===== src/design/parametric_eq_coefficient_encoder_core_assert.svh =====
// ----------------------------------------------------------------------------
// Assertion macros for the peaking-EQ coefficient encoder
// Same-cycle and next-cycle implication checks, reported by $error.
// ----------------------------------------------------------------------------
`ifndef PARAMETRIC_EQ_COEFFICIENT_ENCODER_CORE_ASSERT_SVH
`define PARAMETRIC_EQ_COEFFICIENT_ENCODER_CORE_ASSERT_SVH

// antecedent implies consequent in the same cycle
`define PEQCE_ASSERT_SAME(lbl, clk, rst, ante, cons, msg) \
   lbl: assert property (@(posedge clk) disable iff (rst) (ante) |-> (cons)) \
      else $error(msg);

// antecedent implies consequent in the next cycle
`define PEQCE_ASSERT_NEXT(lbl, clk, rst, ante, cons, msg) \
   lbl: assert property (@(posedge clk) disable iff (rst) (ante) |=> (cons)) \
      else $error(msg);

`endif


===== src/design/peqce_pkg.sv =====
// ----------------------------------------------------------------------------
// peqce_pkg
// Shared types, constants and small functions of the peaking-EQ encoder.
// ----------------------------------------------------------------------------
package peqce_pkg;

   localparam int CSR_ADDR_W = 3;
   localparam logic CSR_IDX_SAMPLE_RATE = 1'b0;
   localparam logic [17:0] SAMPLE_RATE_RESET = 18'd48000;

   localparam int FS_W     = 18;
   localparam int DVD_W    = 31;   // center_freq << 16
   localparam int PHASE_W  = 16;
   localparam int CORDIC_W = 34;
   localparam int MAX_STAGES = 24;
   localparam int SC_W     = 17;   // sin/cos after quadrant map
   localparam int PROD_W   = 38;
   localparam int ND_W     = 46;
   localparam int MAG_W    = 44;
   localparam int QUO2_W   = 12;

   localparam logic [31:0] CORDIC_X0 = 32'h26DD3B6A;
   localparam logic signed [7:0] K0_OFFSET = 8'sd31;
   localparam logic [3:0] ADDR_BASE = 4'h5;
   localparam logic [10:0] M1_MAX = 11'd2047;
   localparam logic [3:0]  E1_MAX = 4'd15;
   localparam logic [3:0]  M2_MAX = 4'd15;
   localparam logic [2:0]  E2_MAX = 3'd7;

   localparam logic [31:0] ATAN_TURN [0:MAX_STAGES-1] = '{
      32'h20000000, 32'h12E4051E, 32'h09FB385B, 32'h051111D4, 32'h028B0D43,
      32'h0145D7E1, 32'h00A2F61E, 32'h00517C55, 32'h0028BE53, 32'h00145F2F,
      32'h000A2F98, 32'h000517CC, 32'h00028BE6, 32'h000145F3, 32'h0000A2FA,
      32'h0000517D, 32'h000028BE, 32'h0000145F, 32'h00000A30, 32'h00000518,
      32'h0000028C, 32'h00000146, 32'h000000A3, 32'h00000051
   };

   typedef logic signed [CORDIC_W-1:0] cordic_word_type;

   typedef struct packed {
      logic [3:0]  addr;
      logic [6:0]  k0;
      logic [2:0]  pexp;
      logic [11:0] q;
   } front_type;

   typedef struct packed {
      logic [1:0] quad;
      front_type  front;
   } rot_pay_type;

   typedef struct packed {
      logic [15:0] word_one;
      logic [3:0]  addr;
      logic [6:0]  k0;
      logic        t2;
      logic        dzero;
      logic        ge;
   } ratio_pay_type;

   // cut depth in decades: floor(mag / 10), capped at 6
   function automatic logic [2:0] cut_decades(input logic [6:0] mag);
      logic [2:0] p;
      begin
         if (mag >= 7'd60)      p = 3'd6;
         else if (mag >= 7'd50) p = 3'd5;
         else if (mag >= 7'd40) p = 3'd4;
         else if (mag >= 7'd30) p = 3'd3;
         else if (mag >= 7'd20) p = 3'd2;
         else if (mag >= 7'd10) p = 3'd1;
         else                   p = 3'd0;
         return p;
      end
   endfunction

   function automatic logic [19:0] pow10(input logic [2:0] p);
      logic [19:0] v;
      begin
         case (p)
            3'd0:    v = 20'd1;
            3'd1:    v = 20'd10;
            3'd2:    v = 20'd100;
            3'd3:    v = 20'd1000;
            3'd4:    v = 20'd10000;
            3'd5:    v = 20'd100000;
            default: v = 20'd1000000;
         endcase
         return v;
      end
   endfunction

   // round half up to Q1.15, saturate
   function automatic logic signed [SC_W-1:0] to_q15(input cordic_word_type v);
      cordic_word_type r;
      logic signed [SC_W-1:0] o;
      begin
         r = (v + cordic_word_type'(16384)) >>> 15;
         if (r > cordic_word_type'(32767))       o = 17'sd32767;
         else if (r < -cordic_word_type'(32768)) o = -17'sd32768;
         else                                    o = r[SC_W-1:0];
         return o;
      end
   endfunction

endpackage


===== src/design/peqce_cordic_cell.sv =====
// ----------------------------------------------------------------------------
// peqce_cordic_cell
// One CORDIC rotation step in Q4.30, angle in 2^-32 turn units.
// ----------------------------------------------------------------------------
module peqce_cordic_cell #(
   parameter int STAGE = 0,
   parameter int PW    = 1
) (
   input  logic                       clock,
   input  logic                       reset,
   input  logic                       enable,
   input  logic                       in_valid,
   input  peqce_pkg::cordic_word_type in_x,
   input  peqce_pkg::cordic_word_type in_y,
   input  peqce_pkg::cordic_word_type in_z,
   input  logic [PW-1:0]              in_pay,
   output logic                       out_valid,
   output peqce_pkg::cordic_word_type out_x,
   output peqce_pkg::cordic_word_type out_y,
   output peqce_pkg::cordic_word_type out_z,
   output logic [PW-1:0]              out_pay
);

   localparam peqce_pkg::cordic_word_type ATAN =
      peqce_pkg::cordic_word_type'({2'b00, peqce_pkg::ATAN_TURN[STAGE]});

   logic                       valid_ff;
   peqce_pkg::cordic_word_type x_ff, y_ff, z_ff, x_in, y_in, z_in, dx, dy;
   logic [PW-1:0]              pay_ff;

   always_comb begin
      dx = in_y >>> STAGE;
      dy = in_x >>> STAGE;
      if (!in_z[peqce_pkg::CORDIC_W-1]) begin
         x_in = in_x - dx;
         y_in = in_y + dy;
         z_in = in_z - ATAN;
      end else begin
         x_in = in_x + dx;
         y_in = in_y - dy;
         z_in = in_z + ATAN;
      end
   end

   always_ff @(posedge clock) begin
      if (reset) begin
         valid_ff <= 1'b0;
      end else if (enable) begin
         valid_ff <= in_valid;
      end
      if (enable) begin
         x_ff   <= x_in;
         y_ff   <= y_in;
         z_ff   <= z_in;
         pay_ff <= in_pay;
      end
   end

   assign out_valid = valid_ff;
   assign out_x     = x_ff;
   assign out_y     = y_ff;
   assign out_z     = z_ff;
   assign out_pay   = pay_ff;

endmodule

===== config.mk =====
export PLATFORM = sky130hd
export DESIGN_NAME = peqce_cordic_cell
export DESIGN_NICKNAME = d
export VERILOG_FILES = /design/src/design/parametric_eq_coefficient_encoder_core_assert.svh /design/src/design/peqce_pkg.sv /design/src/design/peqce_cordic_cell.sv
export SDC_FILE = /design/constraint.sdc
export NUM_CORES = 1
export LEC_CHECK = 0
export ABC_CLOCK_PERIOD_IN_PS = 3800
export BUFFER_PORTS_ARGS = -buffer_cell sky130_fd_sc_hd__buf_2
export CORE_MARGIN = 5
export CORE_UTILIZATION = 50
export DETAILED_ROUTE_END_ITERATION = 10
export PLACE_DENSITY = 0.77
export SKIP_CTS_REPAIR_TIMING = 1
export SLEW_MARGIN = 20
export SYNTH_ARGS = -nofsm -noshare
export SYNTH_HDL_FRONTEND = slang
export SYNTH_SLANG_ARGS = --single-unit
export TNS_END_PERCENT = 1

===== constraint.sdc =====
create_clock -name clock -period 3.8 [get_ports clock]
set_clock_uncertainty 0.05 [all_clocks]
set_input_delay 1.14 -clock clock [delete_from_list [all_inputs] [get_ports clock]]
set_output_delay 1.14 -clock clock [all_outputs]
set_load 0.02 [all_outputs]

Yosys cells after proc, flatten, opt, wreduce, memory -nomap -nowiden
Cells that the tools add are included.
{"block": "word_totals", "word_cells": 13, "inputBits": 107, "ff_bits": 104, "output_inout_bits": 104}
{"block": "op_classes", "addsub": 5, "n_mux": 3}
{"operator": "$mux W34", "count": 3}
{"operator": "$sub A34 B34 Y34", "count": 2}
{"operator": "$add A34 B31 Y34 const B", "count": 1}
{"operator": "$add A34 B34 Y34", "count": 1}
{"operator": "$sub A34 B31 Y34 const B", "count": 1}

Depth between registers and ports, before layout
Gate-level depths: netlist of run 1.
{"block": "logic_depth", "ltp_word": 2, "ltp_mapped": 14, "mapped_depth_nobuf": 12}

Worst setup path after synthesis of run 1
Ideal clock, no wire load.
{"block": "synth_path", "kind": "input port to flip-flop", "start": "input port in_x[8]", "end": "register x_ff[30] (netlist: out_x[30]) (data pin)", "path_slack_ns": -0.093, "arrival_ns": 3.586, "stages": 12, "n_path_buf": 1, "required_ns": 3.492, "setup_time_ns": 0.258, "path_cell_list": "inv_1 -> ha_1 -> buf_6 -> or3_1 -> or3_4 -> o211ai_2 -> nand3_2 -> a311oi_4 -> a41oi_2 -> o41ai_2 -> a31oi_1 -> xnor2_1"}
{"block": "synth_via", "elab_chain_cells": 2, "word_cells_on_any_way": 3, "classes_between": "add/sub: 2; mux: 1"}
{"item": "from (decl)", "line": "peqce_cordic_cell.sv:13", "source": "input peqce_pkg::cordic_word_type in_x,"}
{"item": "$sub A34 B34 Y34 or $add A34 B34 Y34 (tied branches)", "line": "peqce_cordic_cell.sv:35, peqce_cordic_cell.sv:39"}
{"item": "$mux W34 (*)", "line": "peqce_cordic_cell.sv:34", "source": "if (!in_z[peqce_pkg::CORDIC_W-1]) begin"}
{"item": "named net x_in[30]", "line": "peqce_cordic_cell.sv:28", "source": "peqce_pkg::cordic_word_type x_ff, y_ff, z_ff, x_in, y_in, z_in, dx, dy;"}
{"item": "to (signal assigned)", "line": "peqce_cordic_cell.sv:52", "source": "x_ff <= x_in;"}
{"item": "to (decl)", "line": "peqce_cordic_cell.sv:28"}
The timed path passes the listed nets; every way through them passes the cells marked *.
A chain may end at the register's enable or synchronous reset.

Worst setup path after layout of run 1
{"block": "layout_path", "start": "input port in_x[8]", "end": "register x_ff[31] (netlist: out_x[31]) (data pin)"}
The elaborated chain is that of the path after synthesis.

==> results of run 1 <==
==> worst max-delay path: cells and delay by family <==
family | cells | cell delay [ns]
AND/OR/NAND/NOR | 3 | 0.98
AO/OA/AOI/OAI | 5 | 0.96
buffers and inverters | 3 | 0.30
adder cells (fa/ha/maj) | 1 | 0.30
XOR/XNOR | 1 | 0.09
==> cells in the final DEF (no fill, tap or decap), drive strengths merged, types with 4 or more instances in the layout <==
cell     instances
nand2           44
edfxtp         102
a31oi           11
nor3            11
clkbuf          10
xor2             8
nand4            7
fa               4
nor2b           10
a2111oi          5
ha             103
o21bai          24
a311oi           7
nand2b          13
mux2i           17
o211ai           8
o21ba            4
inv            105
o21a             7
o31ai            9
a21o            19
nand3           15
xnor2           59
o21ai           54
and3             4
a21oi          126
or3              5
nor4             5
buf            392
nor2            69
a211oi          15
==> report_power, final <==
group	internal, W	switching [W]
combinational	0.000707	0.00102
sequential	0.00146	0.0000440
clock	0.000458	0.000490
==> path summary, 6_finish.rpt <==
check	from	to	slack [ns]	cells past startpoint
worst min-delay path	out_valid	out_valid	0.48	2
worst max register to register	out_valid	out_valid	3.16	2
worst max-delay path	in_x[8]	out_x[31]	0.05	13
worst min register to register	out_valid	out_valid	0.48	2
==> metal layers <==
| layer | global-route usage [%] | part of all wire [%] | up-vias |
|---|---|---|---|
| met5 | 0 | 0.045 | - |
| li1 | - | - | 4150 |
| met1 | 34.7 | 40 | 4037 |
| met2 | 48.0 | 49 | 403 |
| met3 | 4.09 | 8.3 | 61 |
| met4 | 8.70 | 2.6 | 2 |
==> flip-flops by register name, summed over array words and instances, names as in the netlist <==
| signal | cells |
|---|---|
| out_x | 34 |
| out_z | 34 |
| out_y | 33 |
| out_pay | 1 |
| out_valid | 1 |
==> logic make-up (layout without fill, tap and decap cells) <==
group                    after synthesis  in the layout  share of synthesized area [%]
adder cells (fa/ha/maj)              107            107                           15.6
XOR/XNOR                              67             67                           6.67
other                                  0              1                              0
flip-flops                           103            103                           35.0
buffers and inverters                149            512                           6.63
AND/OR/NAND/NOR                      192            192                           10.3
AO/OA/AOI/OAI                        323            323                           23.9
multiplexers                          17             17                           1.93
==> final cells by class <==
cell class | instances | area, µm² | area share (%)
inverter | 104 | 390 | 3.34
sequential | 103 | 3080 | 26.4
multi-input combinational | 706 | 5200 | 44.6
antenna | 1 | 2.50 | 0.0214
clock inverter | 6 | 52.6 | 0.450
clock buffer | 10 | 229 | 1.96
tap | 225 | 282 | 2.41
timing repair buffer | 392 | 2430 | 20.8
==> synthesized netlist by cell type, types with 3 or more instances <==
cell / instances
a21oi_1: 125
ha_1: 103
edfxtp_1: 102
inv_1: 97
nor2_1: 69
xnor2_1: 59
nand2_1: 44
o21ai_0: 44
clkbuf_1: 32
o21bai_1: 24
a21o_1: 19
mux2i_1: 17
a211oi_1: 14
nand3_1: 14
nand2b_1: 13
a31oi_1: 11
nor3_1: 11
buf_2: 10
nor2b_1: 10
o21ai_1: 9
o31ai_1: 9
xor2_1: 8
nand4_1: 7
o211ai_1: 7
o21a_1: 7
a311oi_1: 6
a2111oi_0: 5
inv_2: 5
nor4_1: 5
and3_1: 4
fa_1: 4
o21ba_2: 4
or3_1: 4
a211o_1: 3
a221oi_1: 3
a31o_2: 3
o2111ai_1: 3
o22ai_1: 3
==> metrics by stage <==
step	area, µm²	hold slack (ns)	setup TNS (ns)
final	11700	0.475	0
after global routing	11700	0.556	-0.378
after floorplan	8800	0.529	-0.383
after global placement	11300	0.438	-6.27
after CTS	11600	0.484	-0.0130
after detailed placement	11300	0.470	-7.15
==> run_results.csv, run 1 <==
group,metric,value,unit
synthesis,ys_seq_area_share,35.0,%
drt,drtIter0Drc,693,
clock_tree,insertion_delay,0.35,ns
layout,utilization,67.5,%
global_route,grt_antenna_before_repair,2,
place,place.gp.congestion,0.979,
global_route,grt_pass1_vias,8583,
die,core,0.0173,mm²
critical_path,critPathLaunchType,"input pin",
synthesis,ys_types,72,
power_and_ir_drop,power.total,0.00418,W
die,start_util,50.9,%
sta,setup_viol,0,
sta,hold_viol,0,
power_and_ir_drop,peakVddDrop,0.000230,V
critical_path,cp_max_fo,3,
critical_path,cpPeakStageDelay,0.39,ns
synthesis,synth-edff-count,102,
critical_path,critPathKind,"in2reg",
critical_path,crit_top_cell,"or3_4",
clock_tree,cts_tree,"done",
sta,slew_headroom,56.8,%
sta,period_needed,3.75,ns
die,rows,48,
die,dieWidth,143,µm
sta,slew_viol_final,0,
sta,rsz0062_at_grt,"yes",
run,cap_violations,0,
global_route,gr-total-overflow,0,
clock_tree,cts_root_buf,"clkbuf_16",
synthesis,avgSynthCellArea,9.19,µm²
synthesis,synth_nets,1172,
drt,ant_nets,0,
synthesis,yosysTopAreaCell,"edfxtp_1",
critical_path,end_kind,"flip-flop",
outcome,status,"finished clean",
synthesis,synth-seq-cells,103,
synthesis,synth-main-ff-cell,"edfxtp_1",
synthesis,synth_top_area_share,34.8,%
clock_tree,cts_buffers,9,
synthesis,async_reset_ff_share,0,%
die,die_h,143,µm
die,dieArea,0.0204,mm²
die,boundaryPins,211,
critical_path,cp.arrival,3.80,ns
layout,area_growth,32.6,%
layout,drive_gt1_share,33.4,%
layout,fin_nets,1530,
synthesis,ys_top_cells_by_area,"edfxtp_1 (35%), ha_1 (15%), a21oi_1 (7.1%)",
critical_path,cp.required,3.85,ns
place,dp_slack,-0.368,ns
sta,worst_pin_slew,0.647,ns
clock_tree,cts.sinks,103,
critical_path,crit_chain,"buf_2 -> inv_1 -> ha_1 -> or3_4 -> or3_4 -> a21oi_4 -> o21ai_2 -> a211oi_2 -> buf_4 -> o2111ai_1 -> nor3b_2 -> o22ai_1 -> xnor2_1",
layout,nFillCells,1388,
sta,fmax,267,MHz
drt,wirelength,29.1,mm
global_route,track_usage,27.3,%
power_and_ir_drop,p_leak,5.50,nW
drt,dr.pass1.iters,5,
place,dp.cells,1530,
power_and_ir_drop,power_density,358,mW/mm²
synthesis,syn-instance-count,958,
drt,viasPerCell,5.59,
layout,fin_cells,1547,
sta,worst_slack,0.0511,ns
critical_path,critical-path-slowest-cell,"or3_4",
clock_tree,path_clk_slew,0.07,ns
global_route,grt_max_degree,43,
synthesis,ys_warn_count,0,
drt,wire_per_inst,18.8,µm
place,port_buffers,210,
drt,route.detailed.drc,0,
place,hpwl,23.4,mm
drt,via_count,8653,
clock_tree,h-tree-depth,3,
clock_tree,cts_max_path_buffers,2,
sta,finalCritPeriodShare,98.7,%
synthesis,netlist_area,0.00880,mm²
min_path,hp-class,"reg2reg",
global_route,grt_pass1_wl,44.3,mm
Power figures use the tool's default switching activity.
==> inputs of run 2 (changes only) <==
--- a/config.mk
+++ b/config.mk
@@ -6,7 +6,7 @@
 export NUM_CORES = 1
 export LEC_CHECK = 0
 export ABC_CLOCK_PERIOD_IN_PS = 3800
-export BUFFER_PORTS_ARGS = -buffer_cell sky130_fd_sc_hd__buf_2
+export BUFFER_PORTS_ARGS = -buffer_cell sky130_fd_sc_hd__buf_4
 export CORE_MARGIN = 5
 export CORE_UTILIZATION = 50
 export DETAILED_ROUTE_END_ITERATION = 10
==> run 2 against run 1 <==
Effect of this change: the flow now finishes with violations (negative setup slack); global-route usage rose by 1.1 points; worst setup slack got worse by 0.12 ns; maximum frequency decreased by 3.1%; critical path depth is 1 lower; non-clock buffer count up 11; register-to-register slack hardly changed; critical path type unchanged; largest power group unchanged.
==> run_results.csv, run 2 (synthesis results as in run 1) <==
group,metric,value,unit
die,boundaryPins,211,
die,die_h,143,µm
sta,finalCritPeriodShare,102,%
sta,slew_viol_final,0,
global_route,track_usage,28.5,%
layout,final_cell_mix,"buf_4 (398), a21oi_1 (123), edfxtp_1 (102)",
sta,slew_headroom,55.5,%
layout,nFillCells,1361,
critical_path,cp.required,3.87,ns
place,dp.cells,1538,
sta,rsz0062_at_grt,"yes",
die,dieWidth,143,µm
layout,seq_area,0.00308,mm²
place,dp_slack,-0.367,ns
critical_path,end_kind,"flip-flop",
clock_tree,cts_max_path_buffers,2,
drt,via_count,8685,
run,cap_violations,0,
power_and_ir_drop,p_leak,5.78,nW
clock_tree,cts_buffers,9,
clock_tree,cts_tree,"done",
outcome,violations,"negative setup slack",
min_path,hp-start,"out_valid",
global_route,grt_max_degree,61,
die,core,0.0173,mm²
sta,worst_slack,-0.0669,ns
critical_path,crit_start,"in_x[8]",
die,dieArea,0.0204,mm²
sta,period_needed,3.87,ns
global_route,gr-total-overflow,0,
drt,viasPerCell,5.58,
layout,n_antenna_cell,0,
drt,wirelength,30.4,mm
clock_tree,insertion_delay,0.35,ns
min_path,hp-class,"reg2reg",
clock_tree,path_clk_slew,0.08,ns
layout,area_growth,40.9,%
sta,finalSetupTns,-0.155,ns
place,hpwl,24.2,mm
place,place.gp.congestion,0.982,
clock_tree,h-tree-depth,3,
layout,multi_input_area,0.00526,mm²
critical_path,rr_worst_depth,2,
die,start_util,50.9,%
critical_path,reg2reg_from,"out_valid",
critical_path,cp.arrival,3.93,ns
global_route,grt_pass1_vias,8696,
critical_path,critPathKind,"in2reg",
power_and_ir_drop,peakVddDrop,0.000230,V
clock_tree,cts.sinks,103,
drt,wire_per_inst,19.5,µm
drt,route.detailed.drc,0,
clock_tree,cts_root_buf,"clkbuf_16",
sta,worst_pin_slew,0.651,ns
sta,setup_viol,3,
critical_path,critPathLaunchType,"input pin",
global_route,grt_pass1_wl,45.9,mm
layout,drive_gt1_share,34.6,%
sta,fmax,259,MHz
outcome,status,"complete, but fails checks",
drt,dr.pass1.iters,5,
power_and_ir_drop,power_density,356,mW/mm²
min_path,whs_path_depth,2,
place,port_buffers,210,
drt,ant_nets,0,
layout,fin_nets,1541,
layout,fin_cells,1557,
drt,drtIter0Drc,597,
layout,layout_commonest_cell,"buf_4",
critical_path,cp_max_fo,3,
global_route,grt_antenna_before_repair,0,
die,rows,48,
sta,hold_viol,0,
==> run 2: cell types whose count changed in the layout (fill, tap and decap cells not counted), sizes merged <==
cell      before  now
buf          392  403
clkinvlp       2    0
bufinv         0    1
clkbuf        10    9
clkinv         3    4
diode          1    0
inv          105  106
==> run 2: critical path, cell delays in order <==
cell and delay (ns):
buf_8 0.10, inv_4 0.05, ha_4 0.19, or3_4 0.39, or3_4 0.40, o211ai_4 0.25, nand3_4 0.12, a311oi_4 0.36
a41oi_2 0.21, o41ai_2 0.42, a31oi_1 0.15, xnor2_1 0.16
==> run 2: metrics by stage <==
| step | hold WS, ns | utilization [%] | total power, W | instance area [µm²] |
|---|---|---|---|---|
| finish | 0.467 | 71.7 | 0.00442 | 12400 |
| global route | 0.534 | 71.7 | 0.00462 | 12400 |
| CTS | 0.474 | 70.7 | 0.00440 | 12200 |
| detailed placement | 0.454 | 68.8 | 0.00336 | 11900 |
| global placement | 0.447 | 68.8 | 0.00335 | 11900 |
| floorplan | 0.529 | - | 0.00249 | 8800 |
==> run 2: path summary, 6_finish.rpt <==
path	slack (ns)	end
max	-0.07	out_x[30]
min	0.47	out_valid
max reg2reg	3.16	out_valid
min reg2reg	0.47	out_valid
==> run 2: layout make-up <==
| type | instances | share of cell area (%) |
|---|---|---|
| clock buffer | 9 | 1.82 |
| clock inverter | 7 | 0.807 |
| inverter | 104 | 3.19 |
| multi-input combinational | 706 | 42.4 |
| sequential | 103 | 24.9 |
| tap | 225 | 2.27 |
| timing repair buffer | 403 | 24.6 |
==> run 2: routing by layer <==
layer,wire length (µm),global-route usage [%],vias up
met5,0,0,-
met4,970,11.0,0
li1,-,-,4161
met1,12500,34.9,4068
met2,14800,50.4,385
met3,2110,4.42,71
==> run 2: report_power, final <==
group          leakage [nW]  switching [W]  total, W  internal [W]
combinational          4.61        0.00105   0.00189      0.000839
clock                 0.158       0.000484   0.00102      0.000535
sequential             1.01      0.0000501   0.00151       0.00146
