--- src/design/parametric_eq_coefficient_encoder_core_assert.svh ---
// ----------------------------------------------------------------------------
// Assertion macros for the peaking-EQ coefficient encoder
// Same-cycle and next-cycle implication checks, reported by $error.
// ----------------------------------------------------------------------------
`ifndef PARAMETRIC_EQ_COEFFICIENT_ENCODER_CORE_ASSERT_SVH
`define PARAMETRIC_EQ_COEFFICIENT_ENCODER_CORE_ASSERT_SVH

// antecedent implies consequent in the same cycle
`define PEQCE_ASSERT_SAME(lbl, clk, rst, ante, cons, msg) \
   lbl: assert property (@(posedge clk) disable iff (rst) (ante) |-> (cons)) \
      else $error(msg);

// antecedent implies consequent in the next cycle
`define PEQCE_ASSERT_NEXT(lbl, clk, rst, ante, cons, msg) \
   lbl: assert property (@(posedge clk) disable iff (rst) (ante) |=> (cons)) \
      else $error(msg);

`endif

--- src/design/peqce_div_cell.sv ---
// ----------------------------------------------------------------------------
// peqce_div_cell
// One restoring-division step: shift in a dividend bit, compare, subtract.
// ----------------------------------------------------------------------------
module peqce_div_cell #(
   parameter int RW = 18,
   parameter int DW = 31,
   parameter int QW = 16,
   parameter int PW = 1
) (
   input  logic          clock,
   input  logic          reset,
   input  logic          enable,
   input  logic          in_valid,
   input  logic [RW-1:0] in_rem,
   input  logic [RW-1:0] in_den,
   input  logic [DW-1:0] in_dvd,
   input  logic [QW-1:0] in_quo,
   input  logic [PW-1:0] in_pay,
   output logic          out_valid,
   output logic [RW-1:0] out_rem,
   output logic [RW-1:0] out_den,
   output logic [DW-1:0] out_dvd,
   output logic [QW-1:0] out_quo,
   output logic [PW-1:0] out_pay
);

   logic          valid_ff;
   logic [RW-1:0] rem_ff, rem_in, den_ff;
   logic [DW-1:0] dvd_ff;
   logic [QW-1:0] quo_ff;
   logic [PW-1:0] pay_ff;
   logic [RW:0]   trial, diff;
   logic          ge;

   always_comb begin
      trial  = {in_rem, in_dvd[DW-1]};
      ge     = trial >= {1'b0, in_den};
      diff   = trial - {1'b0, in_den};
      rem_in = ge ? diff[RW-1:0] : trial[RW-1:0];
   end

   always_ff @(posedge clock) begin
      if (reset) begin
         valid_ff <= 1'b0;
      end else if (enable) begin
         valid_ff <= in_valid;
      end
      if (enable) begin
         rem_ff <= rem_in;
         den_ff <= in_den;
         dvd_ff <= in_dvd << 1;
         quo_ff <= {in_quo[QW-2:0], ge};
         pay_ff <= in_pay;
      end
   end

   assign out_valid = valid_ff;
   assign out_rem   = rem_ff;
   assign out_den   = den_ff;
   assign out_dvd   = dvd_ff;
   assign out_quo   = quo_ff;
   assign out_pay   = pay_ff;

endmodule

--- config.mk ---
export PLATFORM = sky130hd
export DESIGN_NAME = peqce_div_cell
export DESIGN_NICKNAME = d
export VERILOG_FILES = /design/src/design/parametric_eq_coefficient_encoder_core_assert.svh /design/src/design/peqce_div_cell.sv
export SDC_FILE = /design/constraint.sdc
export NUM_CORES = 1
export LEC_CHECK = 0
export BUFFER_PORTS_ARGS = -buffer_cell sky130_fd_sc_hd__clkbuf_2
export CAP_MARGIN = 5
export CORE_UTILIZATION = 50
export CTS_CLUSTER_DIAMETER = 60
export CTS_CLUSTER_SIZE = 12
export DETAILED_ROUTE_END_ITERATION = 16
export HOLD_SLACK_MARGIN = 0.1
export PLACE_DENSITY = 0.85
export SYNTH_ARGS = -nofsm -noshare
export SYNTH_HDL_FRONTEND = slang
export SYNTH_SLANG_ARGS = --single-unit
export TNS_END_PERCENT = 10
--- constraint.sdc ---
create_clock -name clock -period 5.9 [get_ports clock]
set_clock_uncertainty 0.1 [all_clocks]
set_input_delay 1.18 -clock clock [delete_from_list [all_inputs] [get_ports clock]]
set_output_delay 1.18 -clock clock [all_outputs]
set_load 0.1 [all_outputs]
* Word level (Yosys, flattened, before mapping)
Cells that the tools add are included.
Widths: inputs -> output; s select.
** Storage, ports and cells
- Input port bits :: 88
- Word-level logic and storage cells :: 9
- Memory bits (read-only) :: 0
- Latch bits :: 0
- Memories kept :: 0
- Flip-flop bits (word level) :: 84
- Bits in writable memories :: 0
** Operators by class
- Equal/unequal tests :: 0
- Divide/modulo/power cells :: 0
- Magnitude comparators :: 1
- Multipliers :: 0
- Mux-type cells :: 1
- Add/sub/neg operators :: 1
- Reductions and logical operators :: 0
- Shift operators :: 0
- Bitwise gates (word level) :: 0
** Operator list (count)
- $ge 19x18->1 :: 1
- $mux 18 :: 1
- $sub 18x18->18 :: 1

* Logic depth before layout (Yosys ltp)
Gate-level depths: netlist of the first run.
- Depth after elaboration :: 2
- Depth in mapped cells :: 11
- Gate-level depth less buffers :: 10

* Least setup slack after synthesis of the first run
OpenSTA, ideal clock, no wires.
- Path kind :: input to register
- From :: in in_dvd[30]
- To :: reg rem_ff[12], in the netlist out_rem[12] (data pin)
- Path buffers :: 0
- Arrival time :: 3.076 ns
- Stages :: 10
- Setup time :: 0.260 ns
- Path slack :: 2.464 ns
- Path through :: inv_1 > ha_1 > inv_1 > fa_1 > a21o_1 > a221o_1 > a21oi_1 > o21ai_0 > xor2_1 > mux2_4
** On the way
- Word-level cells in the longest chain between the ends :: 2
- Elaborated cells between the ends (all ways) :: 3
** RTL lines
- start, declared :: line peqce_div_cell.sv:17 : input logic [DW-1:0] in_dvd,
- $sub 18x18->18 or $ge 19x18->1 (tied branches) :: line peqce_div_cell.sv:39, peqce_div_cell.sv:38
- $mux 18 * :: line peqce_div_cell.sv:40 : rem_in = ge ? diff[RW-1:0] : trial[RW-1:0];
- via rem_in[12] :: line peqce_div_cell.sv:29 : logic [RW-1:0] rem_ff, rem_in, den_ff;
- end signal, assigned :: line peqce_div_cell.sv:50 : rem_ff <= rem_in;
- end, declared :: line peqce_div_cell.sv:29
The timed path passes the listed nets; every way through them passes the cells marked *.
A chain may end at the register's enable or synchronous reset.

* Worst setup path in the final report of the first run
Ends and elaborated chain as after synthesis.

==> out/summary.txt, run 1 <==
==============================================================================
Outcome                                                              completed
Worst Path Max Fanout                                                        3
Routed len/inst                                                        16.4 um
First-pass iteration count of the detailed router                            4
Cells after synthesis                                                      274
Max-slew headroom                                                        30.8%
Start-to-end type of the worst setup path                         input pin to register
Estimated wirelength of the detail-placed design                       6.94 mm
Overall Global Routing Usage                                             22.1%
Total area of multi-input combinational cells                       1300 sq um
Top cells by instance count after synthesis                       83 x edfxtp_1, 23 x inv_1, 18 x ha_1
Fillers                                                                    602
Library cell with the highest instance count after synthesis          edfxtp_1
Endpoint, Worst Hold                                                 out_valid
CTS tree                                                                 built
Count of buffers from port buffering                                       170
Power density over the cells                                       359 nW/um^2
Combinational power share                                                36.5%
Clock power share                                                        22.9%
Proportion of layout cells with a drive suffix above 1                   45.8%
Number of placed I/O pins                                                  173
Worst Hold Path Cells                                                        2
Startpoint type of the worst setup path                              input pin
Vertical extent of the die                                             91.0 um
WP data arrival                                                        3.49 ns
Setup slack of the critical path after layout                          2.41 ns
CP Data Required Time                                                  5.90 ns
Distinct cells, synth                                                       54
Count of nets left with antenna violations after detail routing              0
Biggest area consumer among synthesized cells                         edfxtp_1
Antenna violations before repair                                             0
Number of vias per cell after detailed routing                            5.17
Sequential group share of total power                                    40.6%
Gr busiest metal                                                          met2
Met3 demand-to-capacity share in global routing                          4.94%
Yosys Warn Count                                                             0
Share of synthesized registers carrying an async set or reset               0%
Worst hold-check slack                                                0.444 ns
Count of instances resized after the clock tree is built                     0
Overall die area                                                    8280 sq um
Worst hold start                                                     out_valid
Worst-case register-to-register setup slack                            5.19 ns
Synthesized area per cell                                           14.4 sq um
Clock period minus final worst setup slack                             3.49 ns
Number of synthesized register bits                                         84
# hold bufs at CTS                                                           0
Critical path's top delay family                                  compound AO/OA/AOI/OAI gates
Core box area                                                       7690 sq um
WL final                                                               9.07 mm
Class of the tightest hold or removal check                       register to register
Number of enable-type register cells in the synthesized netlist             83
Post-synth design cell area                                         3960 sq um
Type of element capturing the critical path                           register
Most frequent cell on the critical path                                  inv_1
Leftover overflow at the end of global routing                               0
Endpoint of the worst register-to-register path                      out_valid
Worst slack, placed                                                    2.05 ns
Transition time at the pin with the least slew margin                  1.04 ns
Switching part of the total                                              42.2%
R2r startpoint                                                       out_valid
Synthesized net count                                                      381
Row count                                                                   32
Final-layout setup total negative slack                                   0 ns
Sw Pwr                                                                0.770 mW
Wire length of the first global-routing pass                           14.1 mm
Portion of the post-synthesis area used by sequential elements           63.5%
Final RePlAce weighted congestion                                        0.814
Most common flop cell mapped by yosys                                 edfxtp_1
Via count of the routed design                                           2,862
Sequential cell area in the final layout                            2510 sq um
Pin count of the biggest net entering global routing                        85
Bufs and invs on worst path                                                  3
Depth of the most critical reg-to-reg path                                   2
Peak VDD IR                                                           0.139 mV
Met2 usage in global routing                                             37.9%
Clock latency reported for the late side of the worst-skew pair        0.34 ns
Tcrit/Tclk final                                                         59.2%
GRT met1 Usage                                                           27.8%
Clock-pin transition on the worst setup and hold timing paths          0.09 ns
Max Cap Viol                                                                 0
Cell-internal power                                                    1.05 mW
Antenna cell count                                                           0
Final slew viol count                                                        0
Critical path, cell by cell                                       clkbuf_2, inv_1, ha_1, inv_1, fa_1, a21o_1, a221o_1, a21oi_1, o21ai_0, xor2_1, mux2_4
Leak Pwr                                                               2.31 nW
Initial core utilization                                                 51.5%
Leading cell types by total area after synthesis                  edfxtp_1 63%, ha_1 5.7%, mux2_4 2.3%, inv_1 2.2%, mux2_2 2.0%
RSZ-0062 raised after global routing                                     false
Maximum root-to-sink buffer count                                            2
Deepest level of the CTS H-tree                                              3
Drc violations                                                               0
Share of Yosys cell area claimed by the top area cell type               63.0%
CTS Root Cell                                                         clkbuf_8
Clock Sink Count                                                            84
Number of hold violations in the final report                                0
Initial drt markers                                                        145
Number of endpoints failing setup at the final stage                         0
Relative area change from synthesis to final layout                      28.4%
Via count of the first global-routing pass                               2,754
Clock buffers created by TritonCTS                                           9
Largest stage delay, worst path                                        0.41 ns
Final net count                                                            554
Number of post-CTS setup repair buffers                                      0
Die outline width                                                      91.0 um
Max Fclk                                                               286 MHz
Slowest cell on crit path                                                 fa_1
==============================================================================
## worst max path at each step
stage                          start     endpoint  cells after the start  slack (ns)
after floorplan           in_dvd[30]  out_rem[12]                     10        2.46
after global placement    in_dvd[30]  out_rem[12]                     11        2.13
after detailed placement  in_dvd[30]  out_rem[12]                     11        2.05
after CTS                 in_dvd[30]  out_rem[12]                     11        2.41
after global routing      in_dvd[30]  out_rem[12]                     11        2.27
final                     in_dvd[30]  out_rem[12]                     11        2.41
## state kept, by name, indices dropped and copies added (netlist names)
name	cells
out_quo	16
out_rem	18
out_dvd	30
out_pay	1
out_den	18
out_valid	1
## final cells by class
cell class,count,share of cell area (%)
Clock buffer,10,2.51
Clock inverter,6,1.43
Inverter,24,1.82
Multi-Input combinational cell,158,25.5
Sequential cell,84,49.4
Tap cell,102,2.51
Timing Repair Buffer,170,16.8
## metal layers
metal,wire (um),vias up
met4,155,0
met1,3770,1352
met5,0,-
li1,-,1381
met3,579,15
met2,4560,114
## power groups by stage
stage	clock network, mW	registers (mW)	logic, mW
final	0.418	0.740	0.667
after global routing	0.453	0.745	0.694
after CTS	0.428	0.741	0.669
after detailed placement	0	0.754	0.667
after global placement	0	0.751	0.659
after floorplan	0	1.16	0.141
## worst register-to-register path, stage by stage (launching register included)
cell and delay, ns:
dfxtp_1 0.33, mux2i_1 0.13, nor2_1 0.06
## kinds of logic after synthesis
family                     Yosys count  share of synthesized area [%]
DFF                                 84                           63.5
other                                1                         0.0947
adders and majority gates           19                           6.19
AOI/OAI and AO/OA                   57                           11.0
xor gates and xnor gates            11                           2.43
buffers and inverters               32                           3.79
and+or+nand+nor                     50                           6.89
muxes                               20                           6.10
## through the flow
| stage | cells | power [mW] | instance area (sq um) | util (%) |
|---|---|---|---|---|
| after floorplan | 274 | 1.30 | 3960 | - |
| after global placement | 538 | 1.41 | 4880 | 63.5 |
| after detailed placement | 538 | 1.42 | 4880 | 63.5 |
| after CTS | 554 | 1.84 | 5080 | 66.1 |
| after global routing | 554 | 1.89 | 5080 | 66.1 |
| final | 554 | 1.82 | 5080 | 66.1 |
## layout by cell type (no fill, tap or decap), types with 3 or more instances in the layout
cell / synthesis / layout
a21oi_1: 12 / 12
o21ai_0: 8 / 8
nand2_1: 11 / 11
clkinvlp_4: 0 / 3
mux2_2: 7 / 7
clkbuf_8: 0 / 9
edfxtp_1: 83 / 83
nor2b_1: 3 / 3
o211ai_1: 4 / 4
clkbuf_2: 0 / 169
xnor2_1: 6 / 6
a211oi_1: 4 / 4
mux2_4: 6 / 6
ha_1: 18 / 18
inv_1: 23 / 23
a21o_1: 10 / 10
nor2_1: 13 / 13
nand3_1: 5 / 5
mux2i_1: 5 / 5
xor2_1: 5 / 5
Power figures use the tool's default switching activity.
==> run 2, diff against run 1 <==
- ABC_AREA: default -> 1
- CORE_UTILIZATION: 50 -> 48
- PLACE_DENSITY: 0.85 -> 0.81
- clock period: 5.9 -> 3.5 ns (I/O delays scaled with it)
==> out/summary.txt, run 2 <==
==============================================================================
Proportion of layout cells with a drive suffix above 1                   37.1%
Clock period minus final worst setup slack                             2.55 ns
Routed len/inst                                                        14.9 um
Number of hold violations in the final report                                0
WP data arrival                                                        2.55 ns
Estimated wirelength of the detail-placed design                       7.61 mm
Number of endpoints failing setup at the final stage                         0
Worst hold start                                                         reset
Drc violations                                                               0
Most common flop cell mapped by yosys                                 edfxtp_1
Die outline width                                                      93.8 um
Deepest level of the CTS H-tree                                              3
Number of enable-type register cells in the synthesized netlist             83
Row count                                                                   33
Final net count                                                            663
Most frequent cells in the layout                                 169 x clkbuf_2, 112 x nand2_1, 83 x edfxtp_1
Endpoint, Worst Hold                                                 out_valid
Outcome                                                              completed
Leading cell types by total area after synthesis                  edfxtp_1 62%, nand2_1 10%, ha_1 5.6%, inv_1 4.5%, nand3_1 4.1%
Yosys Warn Count                                                             0
First-pass iteration count of the detailed router                            5
Synthesized area per cell                                           10.7 sq um
Final RePlAce weighted congestion                                        0.869
Peak VDD IR                                                           0.231 mV
Sum of internal, switching and leakage power                           3.05 mW
Share of synthesized registers carrying an async set or reset               0%
CP Data Required Time                                                  3.50 ns
Antenna violations before repair                                             0
Max Fclk                                                               392 MHz
Post-synth design cell area                                         4050 sq um
Overall Global Routing Usage                                             22.6%
# hold bufs at CTS                                                           0
Via count of the routed design                                           3,243
Maximum root-to-sink buffer count                                            2
Distinct cells, synth                                                       28
Pin count of the biggest net entering global routing                        45
Most common cell after layout, fill and taps aside                    clkbuf_2
Max-slew headroom                                                        60.6%
Max Cap Viol                                                                 0
Initial drt markers                                                        179
Synthesized net count                                                      485
Number of flip-flops in the largest register                                30
Final slew viol count                                                        0
Number of placed I/O pins                                                  173
Worst-case register-to-register setup slack                            2.81 ns
Power density over the cells                                       586 nW/um^2
Vertical extent of the die                                             93.8 um
Clock-pin transition on the worst setup and hold timing paths          0.09 ns
Count of nets left with antenna violations after detail routing              0
Type of element capturing the critical path                           register
Leftover overflow at the end of global routing                               0
Number of post-CTS setup repair buffers                                      0
Portion of the post-synthesis area used by sequential elements           62.1%
Startpoint type of the worst setup path                              input pin
CTS tree                                                                 built
Number of vias per cell after detailed routing                            4.87
R2r startpoint                                                       out_valid
Core box area                                                       8180 sq um
Cells after synthesis                                                      378
Overall die area                                                    8800 sq um
Wire length of the first global-routing pass                           14.8 mm
Library cell with the highest instance count after synthesis           nand2_1
Class of the tightest hold or removal check                       input pin to register
Top cells by instance count after synthesis                       112 x nand2_1, 83 x edfxtp_1, 48 x inv_1
Share of Yosys cell area claimed by the top area cell type               61.6%
Worst Path Max Fanout                                                       20
Number of synthesized register bits                                         84
RSZ-0062 raised after global routing                                     false
Count of instances resized after the clock tree is built                     0
CTS Root Cell                                                         clkbuf_8
Share of the core filled with cells in the final layout                  63.6%
Clock latency reported for the late side of the worst-skew pair        0.35 ns
Depth of the most critical reg-to-reg path                                   2
Count of buffers from port buffering                                       170
Antenna cell count                                                           0
WL final                                                               9.94 mm
Clock buffers created by TritonCTS                                           9
Via count of the first global-routing pass                               3,119
Biggest area consumer among synthesized cells                         edfxtp_1
Start point of the critical path                                    in_den[15]
Tcrit/Tclk final                                                         72.8%
Final-layout setup total negative slack                                   0 ns
Clock Sink Count                                                            84
Transition time at the pin with the least slew margin                 0.590 ns
Worst Hold Path Cells                                                        2
Relative area change from synthesis to final layout                      28.5%
Leak Pwr                                                               2.58 nW
Endpoint of the worst register-to-register path                      out_valid
Initial core utilization                                                 49.5%
Start-to-end type of the worst setup path                         input pin to register
==============================================================================
## run 2: changes by cell type after synthesis, sizes merged, moves of 6 or more
cell,delta
a21o,-10
inv,+27
mux2,-15
nand2,+108
nand3,+29
nand3b,+9
nor2,+13
o21ai,-6
xnor2,-6
## run 2: worst max path at each step
stage                             end  slack (ns)  cells after the start
final                     out_rem[11]        0.95                     11
after global routing      out_rem[15]        0.83                     11
after CTS                 out_rem[11]        0.96                     11
after detailed placement  out_rem[11]        0.60                     11
after global placement    out_rem[15]        0.62                     11
after floorplan           out_rem[12]        1.15                     13
## run 2: kinds of logic after synthesis
logic type                 Yosys count  synth area share, %
adders and majority gates           19                 6.06
and+or+nand+nor                    196                 21.7
buffers and inverters               56                 5.85
AOI/OAI and AO/OA                   13                 2.23
xor gates and xnor gates             8                 1.73
DFF                                 84                 62.1
other                                1               0.0927
muxes                                1                0.247
## run 2: final cells by class
cell class,count,area (sq um)
multi-input combinational,238,1300
clock buffer,10,128
sequential,84,2510
clock inverter,6,71.3
inverter,51,191
timing repair buffer,172,868
tap,105,131
fill,668,2980
## run 2: routing by layer
| layer | vias to the layer above | routed length, um | track usage [%] |
|---|---|---|---|
| li1 | 1611 | - | - |
| met1 | 1478 | 3890 | 26.0 |
| met2 | 137 | 5040 | 40.5 |
| met3 | 17 | 848 | 5.91 |
| met4 | 0 | 168 | 7.18 |
| met5 | - | 0 | 0 |
## run 2: metrics by stage
stage          hold WS, ns  instances  setup slack, ns  area (sq um)
3_5_place_dp         0.400        650            0.597          5000
5_1_grt              0.380        666            0.827          5200
3_3_place_gp         0.372        650            0.623          5000
2_1_floorplan        0.672        378             1.15          4050
6_report             0.390        666            0.951          5200
4_1_cts              0.385        666            0.963          5200
## run 2: report_power, final
group	switching, mW	total [mW]	internal (mW)
clock	0.363	0.699	0.336
sequential	0.0270	1.24	1.22
combinational	0.918	1.10	0.184
## run 2: worst max-delay path: stages
cell,delay (ns)
clkbuf_2,0.09
inv_1,0.04
ha_1,0.34
nand2_1,0.16
inv_1,0.05
nand2_1,0.08
inv_1,0.08
a21oi_1,0.18
nand4_2,0.49
nand3_1,0.25
nand2_1,0.07
==> run 3, diff against run 2 <==
- CORE_UTILIZATION: 48 -> 43
- PLACE_DENSITY: 0.81 -> 0.77
- clock period: 3.5 -> 2.32 ns (I/O delays scaled with it)
==> out/summary.txt, run 3 (synthesis gave the netlist of run 2 again) <==
==============================================================================
Die outline width                                                      99.0 um
Proportion of layout cells with a drive suffix above 1                   38.5%
Number of vias per cell after detailed routing                            4.80
Type of element capturing the critical path                           register
Leak Pwr                                                               2.65 nW
Max Fclk                                                               499 MHz
Pin count of the biggest net entering global routing                        57
Number of hold violations in the final report                                0
Antenna cell count                                                           0
Clock latency reported for the late side of the worst-skew pair        0.35 ns
Transition time at the pin with the least slew margin                 0.571 ns
Clock period minus final worst setup slack                             2.00 ns
Most frequent cells in the layout                                 169 x clkbuf_2, 112 x nand2_1, 83 x edfxtp_1
Count of instances resized after the clock tree is built                     0
Area of all placed cells without fillers                            5310 sq um
Cell area reported after detailed placement                         5130 sq um
Most common cell after layout, fill and taps aside                    clkbuf_2
Worst hold-check slack                                                0.154 ns
Class of the tightest hold or removal check                       input pin to register
# hold bufs at CTS                                                           0
Share of the core filled with cells in the final layout                  57.7%
Max Cap Viol                                                                 0
Initial core utilization                                                 44.0%
CTS Root Cell                                                         clkbuf_8
First-pass iteration count of the detailed router                            6
Via count of the routed design                                           3,285
Maximum root-to-sink buffer count                                            2
Final RePlAce weighted congestion                                        0.826
Peak VDD IR                                                           0.378 mV
CP Data Required Time                                                  2.33 ns
Power density over the cells                                       852 nW/um^2
Core box area                                                       9200 sq um
Row count                                                                   35
Startpoint type of the worst setup path                              input pin
Count of nets left with antenna violations after detail routing              0
Start-to-end type of the worst setup path                         input pin to register
Initial drt markers                                                        136
Antenna violations before repair                                             0
RSZ-0062 raised after global routing                                     false
WP data arrival                                                        2.01 ns
Fillers                                                                    820
Count of buffers from port buffering                                       170
Tcrit/Tclk final                                                         86.4%
Via count of the first global-routing pass                               3,192
CTS tree                                                                 built
Routed len/inst                                                        14.2 um
Overall Global Routing Usage                                             20.2%
Number of flip-flops in the largest register                                30
Worst Path Max Fanout                                                        3
Relative area change from synthesis to final layout                      31.3%
Final net count                                                            676
Drc violations                                                               0
Clock-pin transition on the worst setup and hold timing paths          0.09 ns
Deepest level of the CTS H-tree                                              3
Clock buffers created by TritonCTS                                           9
Max-slew headroom                                                        62.1%
Number of endpoints failing setup at the final stage                         0
Outcome                                                              completed
WL final                                                               9.71 mm
Final slew viol count                                                        0
Overall die area                                                    9800 sq um
Vertical extent of the die                                             99.0 um
Number of placed I/O pins                                                  173
Number of post-CTS setup repair buffers                                      0
Leftover overflow at the end of global routing                               0
Wire length of the first global-routing pass                           15.1 mm
Estimated wirelength of the detail-placed design                       7.66 mm
Clock Sink Count                                                            84
==============================================================================
==> run 3: area by class of cell <==
| cell class | instances | area [sq um] | share of cell area [%] |
|---|---|---|---|
| sequential | 84 | 2510 | 47.3 |
| multi-input combinational | 238 | 1300 | 24.4 |
| timing repair buffer | 185 | 991 | 18.7 |
| inverter | 51 | 191 | 3.61 |
| tap | 111 | 139 | 2.62 |
| clock buffer | 9 | 124 | 2.33 |
| clock inverter | 7 | 56.3 | 1.06 |
==> run 3: critical path: stages <==
cell and delay (ns):
clkbuf_2 0.08, inv_1 0.06, ha_1 0.14, inv_1 0.06
fa_1 0.37, nand2_1 0.11, nand2_1 0.08, and2_1 0.15
nand2_1 0.06, nand2_1 0.12, nand2_1 0.11, nand3b_1 0.07
nand3_1 0.08, nand2_1 0.05
==> run 3: per-layer routing <==
metal  share of wire, %  global-route usage, %  vias up  routed length, um
li1                   -                      -     1634                  -
met1                 39                   22.2     1524               3760
met2                 53                   37.5      114               5140
met3                7.1                   5.18       13                688
met4                1.2                   7.46        0                113
met5                  0                      0        -                  0
==> run 3: worst paths after layout <==
kind / slack (ns) / startpoint / cells past startpoint / endpoint
setup / recovery: 0.32 / in_dvd[30] / 14 / out_rem[12]
hold / removal: 0.15 / reset / 2 / out_valid
setup reg to reg: 1.59 / out_valid / 2 / out_valid
hold reg to reg: 0.45 / out_valid / 2 / out_valid
==> run 3: through the flow <==
step	setup WS, ns	instances	TNS [ns]	power [mW]
after floorplan	0.208	378	0	3.26
after global placement	-0.0152	669	-0.0271	3.60
after detailed placement	-0.0404	669	-0.0687	3.61
after CTS	0.341	685	0	4.57
after global routing	0.134	685	0	4.71
final	0.316	685	0	4.53
==> run 3: power breakdown <==
part           total [mW]  internal (mW)  switching [mW]  leakage, nW
logic                1.70          0.310            1.39         1.74
registers            1.87           1.84          0.0373        0.820
clock network       0.954          0.404           0.550       0.0926
total                4.53           2.55            1.98         2.65
